===== src/rtl/core/assert_macros.svh =====
// ----------------------------------------------------------------------------
// assert_macros.svh
// Assertion shorthands used by the RTL that checks itself.
// ----------------------------------------------------------------------------
`ifndef ASSERT_MACROS_SVH
`define ASSERT_MACROS_SVH

// Property must hold on every clock edge outside reset.
`define SCL_ASSERT(lbl, clk_s, rst_s, prop, msg) \
  lbl: assert property (@(posedge clk_s) disable iff (rst_s) (prop)) \
    else $error(msg);

// Implication: cons must hold in the same cycle whenever ante holds.
`define SCL_ASSERT_IMPL(lbl, clk_s, rst_s, ante, cons, msg) \
  lbl: assert property (@(posedge clk_s) disable iff (rst_s) (ante) |-> (cons)) \
    else $error(msg);

// Implication: cons must hold in the cycle after ante.
`define SCL_ASSERT_NEXT(lbl, clk_s, rst_s, ante, cons, msg) \
  lbl: assert property (@(posedge clk_s) disable iff (rst_s) (ante) |=> (cons)) \
    else $error(msg);

`endif


===== src/rtl/core/scl2x_pkg.sv =====
// ----------------------------------------------------------------------------
// scl2x_pkg
// Types, sizes and the Scale2x pixel rule for the 2x upscaler.
// ----------------------------------------------------------------------------
`default_nettype none

package scl2x_pkg;

  localparam int MAX_WIDTH  = 2048;
  localparam int MAX_HEIGHT = 2048;

  localparam int PIX_W = 32;                    // pixel word
  localparam int DIM_W = 12;                    // size registers
  localparam int SRC_W = 11;                    // coordinate fields of a result
  localparam int XW    = $clog2(MAX_WIDTH);     // column counter
  localparam int YW    = $clog2(MAX_HEIGHT);    // row counter

  // two row banks, row r lives in bank r mod 2
  localparam int LS_DEPTH = 2 * MAX_WIDTH;
  localparam int LS_AW    = $clog2(LS_DEPTH);

  // front-to-back queue
  localparam int QDEPTH = 4;
  localparam int QPTR_W = $clog2(QDEPTH);
  localparam int QCNT_W = $clog2(QDEPTH + 1);

  // config register map
  localparam int CFG_IDX_W = 2;
  localparam logic [CFG_IDX_W-1:0] REG_IMAGE_WIDTH  = CFG_IDX_W'(0);
  localparam logic [CFG_IDX_W-1:0] REG_IMAGE_HEIGHT = CFG_IDX_W'(1);

  localparam logic [DIM_W-1:0] WIDTH_RESET  = DIM_W'(640);
  localparam logic [DIM_W-1:0] HEIGHT_RESET = DIM_W'(480);

  // source pixel with its position and border flags
  typedef struct packed {
    logic [PIX_W-1:0] pixel;
    logic [XW-1:0]    x;
    logic [YW-1:0]    y;
    logic             row_ge1;
    logic             row_ge2;
    logic             col_ge1;
    logic             col_ge2;
    logic             col_last;
    logic             row_last;
  } tag_t;

  // queue word: tag plus line store reads
  typedef struct packed {
    tag_t             tag;
    logic [PIX_W-1:0] up2;    // two rows up, same column
    logic [PIX_W-1:0] look;   // next value of the previous-row window
  } item_t;

  typedef struct packed {
    logic [PIX_W-1:0] tl;
    logic [PIX_W-1:0] tr;
    logic [PIX_W-1:0] bl;
    logic [PIX_W-1:0] br;
  } quad_t;

  typedef struct packed {
    logic [SRC_W-1:0] col;
    logic [SRC_W-1:0] row;
    quad_t            quad;
    logic             last;
  } res_t;

  // Scale2x: b up, d left, e center, f right, h down
  function automatic quad_t expand(input logic [PIX_W-1:0] b, input logic [PIX_W-1:0] d,
                                   input logic [PIX_W-1:0] e, input logic [PIX_W-1:0] f,
                                   input logic [PIX_W-1:0] h);
    quad_t q;
    q = '{tl: e, tr: e, bl: e, br: e};
    if ((b != h) && (d != f)) begin
      q.tl = (d == b) ? d : e;
      q.tr = (b == f) ? f : e;
      q.bl = (d == h) ? d : e;
      q.br = (h == f) ? f : e;
    end
    return q;
  endfunction

  // zero acts as one, oversize saturates
  function automatic logic [DIM_W-1:0] clamp_dim(input logic [DIM_W-1:0] v, input int lim);
    logic [DIM_W-1:0] r;
    r = v;
    if (v == '0) begin
      r = DIM_W'(1);
    end else if (v > DIM_W'(lim)) begin
      r = DIM_W'(lim);
    end
    return r;
  endfunction

endpackage

`default_nettype wire


===== src/rtl/core/scl2x_queue.sv =====
// ----------------------------------------------------------------------------
// scl2x_queue
// Short FIFO of classified words between front and back.
// ----------------------------------------------------------------------------
`default_nettype none

module scl2x_queue import scl2x_pkg::*; (
  input  wire logic              clk,
  input  wire logic              rst,
  input  wire logic              push,
  input  wire item_t             din,
  input  wire logic              pop,
  output item_t                  head,
  output logic                   empty,
  output logic [QCNT_W-1:0]      count
);

  item_t             slots [QDEPTH];
  logic [QPTR_W-1:0] wr_ptr;
  logic [QPTR_W-1:0] rd_ptr;

  assign head  = slots[rd_ptr];
  assign empty = (count == '0);

  always_ff @(posedge clk) begin
    if (rst) begin
      wr_ptr <= '0;
      rd_ptr <= '0;
      count  <= '0;
    end else begin
      if (push) begin
        wr_ptr <= wr_ptr + QPTR_W'(1);
      end
      if (pop) begin
        rd_ptr <= rd_ptr + QPTR_W'(1);
      end
      count <= count + QCNT_W'(push) - QCNT_W'(pop);
    end
  end

  always_ff @(posedge clk) begin
    if (push) begin
      slots[wr_ptr] <= din;
    end
  end

endmodule

`default_nettype wire


===== config.mk =====
export PLATFORM = sky130hd
export DESIGN_NAME = scl2x_queue
export DESIGN_NICKNAME = d
export VERILOG_FILES = /design/src/rtl/core/assert_macros.svh /design/src/rtl/core/scl2x_pkg.sv /design/src/rtl/core/scl2x_queue.sv
export SDC_FILE = /design/constraint.sdc
export NUM_CORES = 1
export LEC_CHECK = 0
export ABC_AREA = 1
export ABC_CLOCK_PERIOD_IN_PS = 4150
export BUFFER_PORTS_ARGS = -buffer_cell sky130_fd_sc_hd__buf_2
export CORE_AREA = 2 2 196 198
export DETAILED_ROUTE_END_ITERATION = 16
export DIE_AREA = 0 0 198 200
export PLACE_DENSITY = 0.77
export REMOVE_ABC_BUFFERS = 1
export SETUP_SLACK_MARGIN = 0.3
export SYNTH_ARGS = -nofsm -noshare
export SYNTH_HDL_FRONTEND = slang
export SYNTH_SLANG_ARGS = --single-unit

===== constraint.sdc =====
create_clock -name clk -period 4.15 [get_ports clk]
set_input_delay 0.6225 -clock clk [delete_from_list [all_inputs] [get_ports clk]]
set_output_delay 0.6225 -clock clk [all_outputs]
set_load 0.02 [all_outputs]

==> out/results.ini, run 1 <==
[floorplanning]
placementRows = 71
initial_core_util = 0.5474
dieHeight_um = 200
dieArea_mm2 = 0.03960
die-width_um = 198
pin_count = 256
core_area_mm2 = 0.03740

[worst_setup_path]
critPathCaptureType = output port
start_kind = register
r2r.worst_path.cells = 5
worstSetupPathType = register to output port
crit_fanout = 70
rrSetupSlack_ps = 2010
cp.arrival_ps = 2350
required_ps = 3530

[cells_and_area]
multiInputGateArea_mm2 = 0.003712
final_area_mm2 = 0.02360
nets = 1881
utilization = 0.6311
area_delta_synth_final_pct = 15.30
ff_latch_area_mm2 = 0.01508
fillCellCount = 2744
drive_gt1_frac = 0.2478

[yosys]
synth_top_family_by_area = compound AO/OA/AOI/OAI gates
netlist.top_cell.by_area = edfxtp_1
synth_area_leaders = edfxtp_1 73%, inv_1 4.8%, nand2_1 4.7%
synth_compound_area_frac = 0.1287
synth_area_mm2 = 0.02047
yosysTopAreaCellShare = 0.7275
avgSynthCellArea_um2 = 13.63
synth.distinct_cells = 21
yosys.area_share.simple = 0.04798
synth-seq-cells = 505
synth-xor-area-share = 0
syn_inst = 1502
synth-seq-area-share = 0.7363
muxShareOfSynthArea = 0
synth-adder-area-share = 0.004645
yosys_warnings = 0

[route]
drtAntennaViolNets = 0
drt-pass1-iter-count = 5
routed-via-count = 11790
detail_route.wl_per_cell_um = 16.90
routed_wl_mm = 38.93
drcViolationCount = 0
avgViaCountPerCell = 5.118
drt_iter0_drc = 764

[pwr]
swShare = 0.2329
peakVddDrop_uv = 478.6
p_int_mw = 8.845
p_switching_mw = 2.686
p_leak_nw = 9.094
combPwrFrac = 0.106
power_density_mw_per_mm2 = 488.5
pwr-share-clk = 0.381
power_frac_seq = 0.513

[grt]
grt-ovfl-total = 0
grt_first_pass_wirelength_mm = 59.13
grt_use_total = 0.1938
antenna_found_initial = 8
grt_max_degree = 105
grt_pass1_vias = 11430

[cts]
clk_path_buf_depth = 3
post_cts_buffers = 0
cts_resized = 0
cts_root_buffer = clkbuf_16
cts_buffers = 50
clkLatencyLatePin_ps = 570
path_clk_slew_ps = 60
ctsHoldBuffers = 0
cts_tree = done
clock_sinks = 505
htreeDepth = 2

[sta]
maxSlewViolCount = 0
whs_ps = 248.2
slew_headroom = 0.4213
period_minus_slack_ps = 2974
setup_violations = 0
tightestPinTransition_ps = 868.1
fin_skew_ps = 13.36
fin_crit_sh = 0.7166
rsz0062_at_grt = no
hold_viol = 0
max_freq_mhz = 336.2

[min_path]
hold-path-cell-count = 2
hold_class = primary input to register

[job]
maxCapViolations = 0

[placed_design]
dpl.hpwl_mm = 22.83
gp_congestion = 0.7223
port-buffer-count = 255
placed_area_mm2 = 0.02198

[outcome]
outcome = completed

==> cell families after synthesis <==
| group | after synthesis |
|---|---|
| AOI/OAI and AO/OA | 382 |
| DFF | 505 |
| and+or+nand+nor | 261 |
| adders and majority gates | 7 |
| buffers and inverters | 347 |
==> cell type report <==
type / count / area share
flip-flops and latches: 505 / 0.6390
multi-input cells: 650 / 0.1573
repair buffers: 275 / 0.06520
clock buffers: 72 / 0.05921
inverters: 264 / 0.04283
well taps: 511 / 0.02709
clock inverters: 18 / 0.008587
diodes: 8 / 0.0008481
==> layer usage <==
layer  GRT usage  up-vias  part of all wire
li1            -     5743                 -
met1      0.2421     5629              0.40
met2      0.3219      331              0.49
met3     0.05528       78             0.077
met4     0.07769        6             0.026
met5           0        -            0.0010
==> per-stage QoR <==
| stage | std cells | setup slack (ps) | total power, mW | TNS [ps] |
|---|---|---|---|---|
| 2_1_floorplan | 1419 | -7468 | 6.899 | -900980 |
| 3_3_place_gp | 2205 | 1782 | 7.212 | 0 |
| 3_5_place_dp | 2205 | 1769 | 7.252 | 0 |
| 4_1_cts | 2295 | 1151 | 11.64 | 0 |
| 5_1_grt | 2297 | 999.0 | 11.94 | 0 |
| 6_report | 2303 | 1176 | 11.53 | 0 |
==> cell usage in the layout, fill, tap and decap left out, drive strengths merged <==
cell	n
a21oi	130
buf	275
bufinv	5
clkbuf	72
clkinv	13
dfxtp	9
diode	8
edfxtp	496
fa	1
ha	6
inv	264
nand2	256
nand3	1
nor2	3
nor3	1
o211ai	124
o21ai	128
==> worst max-delay path: stages (launching register included) <==
cell and delay (ps):
dfxtp_4 810, buf_12 410, o211ai_1 160, nand2_1 120, buf_2 190
==> registers in the layout, summed over array words and instances (netlist names), named ones only <==
signal,count
wr_ptr,2
rd_ptr,2
slots,496
count,3
==> worst paths after layout <==
kind	start	to
worst max-delay path	register	head[103]
worst min-delay path	rst	count[0]$_SDFF_PP0_
worst min register to register	rd_ptr[1]$_SDFFE_PP0P_	register
worst max register to register	wr_ptr[0]$_SDFFE_PP0P_	slots[2][4]$_DFFE_PP_
==> cells in the mapped netlist, drive strengths merged <==
cell type / count
a21oi: 130
buf: 81
clkbuf: 2
dfxtp: 9
edfxtp: 496
fa: 1
ha: 6
inv: 264
nand2: 256
nand3: 1
nor2: 3
nor3: 1
o211ai: 124
o21ai: 128
==> power groups by stage <==
stage          clock network (mW)  registers (mW)  logic, mW
3_5_place_dp                    0            6.02       1.23
2_1_floorplan                   0            6.14      0.759
6_report                     4.40            5.92       1.22
5_1_grt                      4.67            5.93       1.34
3_3_place_gp                    0            6.01       1.20
4_1_cts                      4.49            5.92       1.24
Power figures use the tool's default switching activity.
==> run 2: changes to the inputs <==
Settings changed: ABC_CLOCK_PERIOD_IN_PS 4150 to 2600, CORE_AREA 2 2 196 198 to 2 2 202 204, DIE_AREA 0 0 198 200 to 0 0 204 206, PLACE_DENSITY 0.77 to 0.76.
Clock period 4.15 ns to 2.6 ns, I/O delays scaled along.
==> run 2 against run 1 <==
Against the previous run:
- first-iteration DRC count up 8.6%
- core utilization down 0.74 points
- routed wire length up 12%
- clock skew down 0.82 ps
- sequential share of layout area down 3.7 points
- worst setup slack worse by 860 ps
- worst hold slack worse by 220 ps
- sequential power up 59%
- combinational power up 90%
- final cell count up 4.5%
==> out/results.ini, run 2 (synthesized netlist as in run 1, its figures left out) <==
[sta]
rsz0062_at_grt = yes
fin_skew_ps = 12.55
period_minus_slack_ps = 2279
fin_crit_sh = 0.8767
hold_viol = 0
maxSlewViolCount = 0
slew_headroom = 0.6520
max_freq_mhz = 438.7
setup_violations = 0
tightestPinTransition_ps = 522.0
setup_tns_ps = 0

[floorplanning]
core_area_mm2 = 0.04018
dieArea_mm2 = 0.04202
initial_core_util = 0.5095
dieHeight_um = 206
pin_count = 256
placementRows = 74
die-width_um = 204

[cells_and_area]
final_common_cell = edfxtp_1
largest_registers = slots (496), count (3)
fin_cells = 2407
regMostFlops = slots
final_cell_mix = 496 x edfxtp_1, 260 x inv_1, 256 x nand2_1
largest_reg_flops = 496
fillCellCount = 2905
nets = 1965
final_area_mm2 = 0.02507
drive_gt1_frac = 0.2719
utilization = 0.6238
area_delta_synth_final_pct = 22.44

[worst_setup_path]
rrSetupSlack_ps = 840
worstSetupPathType = register to output port
required_ps = 2210
rr_endpoint = slots[2][38]$_DFFE_PP_
cp.arrival_ps = 1890
r2r.worst_path.cells = 5
crit_fanout = 22
critPathCaptureType = output port
r2r-start = wr_ptr[0]$_SDFFE_PP0P_
start_kind = register

[route]
drt_iter0_drc = 830
drcViolationCount = 0
avgViaCountPerCell = 5.175
detail_route.wl_per_cell_um = 18.18
routed-via-count = 12460
drt-pass1-iter-count = 5
drtAntennaViolNets = 0
routed_wl_mm = 43.75

[outcome]
outcome = completed

[pwr]
power_density_mw_per_mm2 = 768.7
finalPower_mw = 19.27
p_leak_nw = 9.760
peakVddDrop_uv = 588.8

[min_path]
hold_path.startpoint = din[120]
whs_endpoint = slots[0][120]$_DFFE_PP_
hold_class = primary input to register
hold-path-cell-count = 1

[placed_design]
placed_area_mm2 = 0.02226
port-buffer-count = 255
dpl.hpwl_mm = 23.96
placed_cells = 2243
gp_congestion = 0.7633

[job]
maxCapViolations = 0

[grt]
grt_max_degree = 105
antenna_found_initial = 6
grt-ovfl-total = 0
grt_first_pass_wirelength_mm = 62.94
grt_use_total = 0.1932
grt_pass1_vias = 12060

[cts]
cts_buffers = 50
htreeDepth = 2
clock_sinks = 505
cts_root_buffer = clkbuf_16
path_clk_slew_ps = 60
cts_tree = done
clkLatencyLatePin_ps = 570
clk_path_buf_depth = 3

==> run 2: changes by cell type in the layout (fill, tap and decap cells not counted), moves of 7 or more <==
cell / previous run / this run
o21ai_0: 32 / 25
clkbuf_16: 53 / 61
buf_16: 0 / 10
dlygate4sd3_1: 0 / 37
buf_6: 0 / 9
buf_2: 255 / 236
buf_4: 11 / 38
clkbuf_1: 19 / 7
==> run 2: worst max-delay path: stages (launching register included) <==
cell     delay [ps]
dfxtp_4         430
buf_12          210
buf_16          190
a21oi_2          70
o21ai_1         150
nand2_1          90
buf_2           170
==> run 2: through the flow <==
stage	hold slack, ps	setup WS [ps]
after floorplan	435.6	-8785
after global placement	440.0	759.0
after detailed placement	445.0	724.8
after CTS	0.3056	256.8
after global routing	1.666	225.7
final	33.09	320.6
==> run 2: repair_timing <==
| item | 4_1_cts | 5_1_grt |
|---|---|---|
| endpoints found under the setup margin | 105 | 112 |
| gates cloned | 3 | 9 |
| pin swaps | 0 | 5 |
| gates resized for setup | 8 | 55 |
| endpoints found under the hold margin | 113 | 4 |
| buffers inserted | 12 | 6 |
| hold buffers | 35 | 2 |
==> run 2: how the worst max path moves through the flow <==
stage,from,end,slack [ps],depth (start not counted)
5_1_grt,register,head[50],230,7
2_1_floorplan,register,head[10],-8790,2
4_1_cts,register,head[61],260,5
6_report,register,head[48],320,6
3_3_place_gp,register,head[34],760,5
3_5_place_dp,register,head[34],720,4
==> run 2: cell type report <==
type	count	area, um^2	share of cell area
clock inverters	31	352.8	0.01408
multi-input cells	650	3739	0.1492
diodes	3	7.507	0.0002995
well taps	532	665.6	0.02656
repair buffers	359	2814	0.1123
flip-flops and latches	505	15080	0.6017
inverters	264	1011	0.04033
clock buffers	63	1394	0.05561
==> run 2: power by group <==
group	internal [mW]	switching (mW)	total (mW)
registers	9.31	0.0979	9.41
clock network	4.59	2.94	7.53
logic	0.833	1.49	2.32
total	14.7	4.53	19.3
==> run 2: per-layer routing <==
metal | part of all wire | track usage | up-vias
met3 | 0.073 | 0.05282 | 76
met2 | 0.49 | 0.3248 | 410
met5 | 0.0011 | 0 | -
li1 | - | - | 5922
met4 | 0.022 | 0.05978 | 8
met1 | 0.42 | 0.2455 | 6040
==> run 3: changes to the inputs <==
Settings changed: ABC_AREA 1 to default, CAP_MARGIN from default to 30, CORE_AREA 2 2 202 204 to 2 2 193 195, DIE_AREA 0 0 204 206 to 0 0 195 197, PLACE_DENSITY 0.76 to 0.75.
==> run 3 against run 2 <==
Against the previous run:
- critical path depth down 2
- area after synthesis is 11% lower
- final cell count shrank 35%
- fmax down 5.8%
- largest cell class unchanged
- cell area fell by 7.9%
- global-route usage down 0.37 points
- largest power group unchanged
- sequential power grew 0.5%
- worst setup slack worse by 140 ps
==> out/results.ini, run 3 <==
[worst_setup_path]
worstSetupPathType = register to output port
critPathCaptureType = output port
cp.arrival_ps = 2030
cp_slowest_cell = mux4_2
crit_fanout = 12
rrSetupSlack_ps = 840
slowest_delay_ps = 530
required_ps = 2210
cp.buffers_inverters = 3
start_kind = register
critPathTopFamily = buffers and inverters
crit_path_cell_trace = buf_12 -> buf_16 -> mux4_2 -> buf_2

[route]
detail_route.wl_per_cell_um = 22.93
drt_iter0_drc = 526
avgViaCountPerCell = 5.449
drt-pass1-iter-count = 4
drtAntennaViolNets = 0
drcViolationCount = 0
routed-via-count = 8582
routed_wl_mm = 36.12

[cts]
cts_root_buffer = clkbuf_16
path_clk_slew_ps = 60
cts_tree = done
htreeDepth = 2
cts_buffers = 49
clock_sinks = 505
clk_path_buf_depth = 3
clkLatencyLatePin_ps = 580

[floorplanning]
pin_count = 256
die-width_um = 195
core_area_mm2 = 0.03626
dieArea_mm2 = 0.03842
dieHeight_um = 197
initial_core_util = 0.5048
placementRows = 70

[grt]
antenna_found_initial = 2
grt_use_total = 0.1895
grt_max_degree = 77
grt_pass1_vias = 9410
grt-ovfl-total = 0
grt_first_pass_wirelength_mm = 54.18

[cells_and_area]
fillCellCount = 2423
final_common_cell = edfxtp_1
final_area_mm2 = 0.02308
nets = 1202
area_delta_synth_final_pct = 26.12
largest_registers = slots (496), count (3)
final_cell_mix = 496 x edfxtp_1, 223 x buf_2, 124 x mux4_2
drive_gt1_frac = 0.4458
largest_reg_flops = 496
regMostFlops = slots

[placed_design]
placed_area_mm2 = 0.02045
port-buffer-count = 255
dpl.hpwl_mm = 20.68
gp_congestion = 0.7083

[sta]
whs_ps = 34.97
fin_skew_ps = 19.65
rsz0062_at_grt = yes
setup_violations = 0
slew_headroom = 0.6223
hold_viol = 0
maxSlewViolCount = 0
tightestPinTransition_ps = 566.6
fin_crit_sh = 0.9311
max_freq_mhz = 413.1
period_minus_slack_ps = 2421

[outcome]
outcome = completed

[pwr]
power_density_mw_per_mm2 = 801.2
p_int_mw = 14.30
p_leak_nw = 7.846
pwr-share-clk = 0.365
swShare = 0.2268
peakVddDrop_uv = 701.2
combPwrFrac = 0.124
power_frac_seq = 0.511
p_switching_mw = 4.195

[yosys]
synth-seq-cells = 505
syn_inst = 689
yosys-top-cells-count = 496 x edfxtp_1, 124 x mux4_2, 14 x buf_2
synth_area_leaders = edfxtp_1 81%, mux4_2 15%, dfxtp_1 0.98%
netlist.top_cell.by_area = edfxtp_1
synth-seq-area-share = 0.8236
synth_area_mm2 = 0.01830
synth.distinct_cells = 19
synth_flop_cell = edfxtp_1
yosysTopAreaCellShare = 0.8138
yosys_warnings = 0
synth_enable_flop_cells = 496
synthArstFlopShare = 0
avgSynthCellArea_um2 = 26.56
post-synth-top-count-cell = edfxtp_1

[min_path]
hold_class = primary input to register

[job]
maxCapViolations = 0

## run 3: path summary, 6_finish.rpt
kind                                from                endpoint  depth (start not counted)
hold / removal                   din[81]  slots[2][81]$_DFFE_PP_                          1
hold reg to reg   rd_ptr[1]$_SDFFE_PP0P_                register                          2
setup / recovery                register                head[68]                          4
setup reg to reg  wr_ptr[0]$_SDFFE_PP0P_   slots[0][7]$_DFFE_PP_                          4
## run 3: power groups by stage
stage | Sequential [mW] | Clock [mW] | Combinational, mW
final | 9.46 | 6.75 | 2.29
after CTS | 9.46 | 6.90 | 2.23
after floorplan | 9.77 | 0 | 1.15
after detailed placement | 9.66 | 0 | 2.00
after global placement | 9.63 | 0 | 1.97
after global routing | 9.48 | 7.22 | 2.44
## run 3: layout make-up
class	instances	area [um^2]	area share
inverters	6	22.52	0.0009757
diodes	1	2.502	0.0001084
flip-flops and latches	505	15080	0.6534
repair buffers	355	2819	0.1221
multi-input cells	150	3033	0.1314
well taps	468	585.6	0.02537
clock buffers	68	1370	0.05935
clock inverters	22	168.9	0.007317
## run 3: worst reg2reg max path, delay by kind of cell (launching register included)
kind | cells | cell delay [ps]
simple gates | 1 | 500
buf+inv | 2 | 430
flops | 1 | 350
fa+ha+maj | 1 | 150
## run 3: stage by stage
step | std cells | power [mW] | utilization | setup TNS (ps) | setup slack (ps)
6_report | 1575 | 18.49 | 0.6366 | 0 | 179.0
5_1_grt | 1574 | 19.14 | 0.6365 | 0 | 98.98
4_1_cts | 1568 | 18.59 | 0.6303 | 0 | 123.7
3_5_place_dp | 1407 | 11.66 | 0.5639 | 0 | 515.6
3_3_place_gp | 1407 | 11.61 | 0.5639 | 0 | 520.4
2_1_floorplan | 661 | 10.92 | - | -1089920 | -3676
## run 3: kinds of logic (layout without fill, tap and decap cells)
group / Yosys count / in the layout / share of synthesized area
flip-flops: 505 / 505 / 0.8236
adder cells (fa/ha/maj): 7 / 7 / 0.005195
AND/OR/NAND/NOR: 13 / 13 / 0.003760
multiplexers: 125 / 125 / 0.1531
buffers and inverters: 34 / 451 / 0.01121
XOR/XNOR: 3 / 3 / 0.002256
other: 0 / 1 / 0
AO/OA/AOI/OAI: 2 / 2 / 0.0008201
## run 3: what timing repair did
action / in CTS / in global routing
gates resized for setup: 33 / 36
endpoints found under the hold margin: 230 / 0
setup buffers: 7 / 2
setup endpoints to repair: 124 / 121
cloned: 2 / 4
hold buffers: 62 / 0
pin swaps: 0 / 0
## run 3: metal layers
| layer | global-route usage | share of wire | up-vias |
|---|---|---|---|
| li1 | - | - | 3741 |
| met1 | 0.2350 | 0.40 | 4486 |
| met2 | 0.3177 | 0.50 | 288 |
| met3 | 0.05681 | 0.074 | 65 |
| met4 | 0.07266 | 0.027 | 2 |
| met5 | 0 | 0.00025 | - |
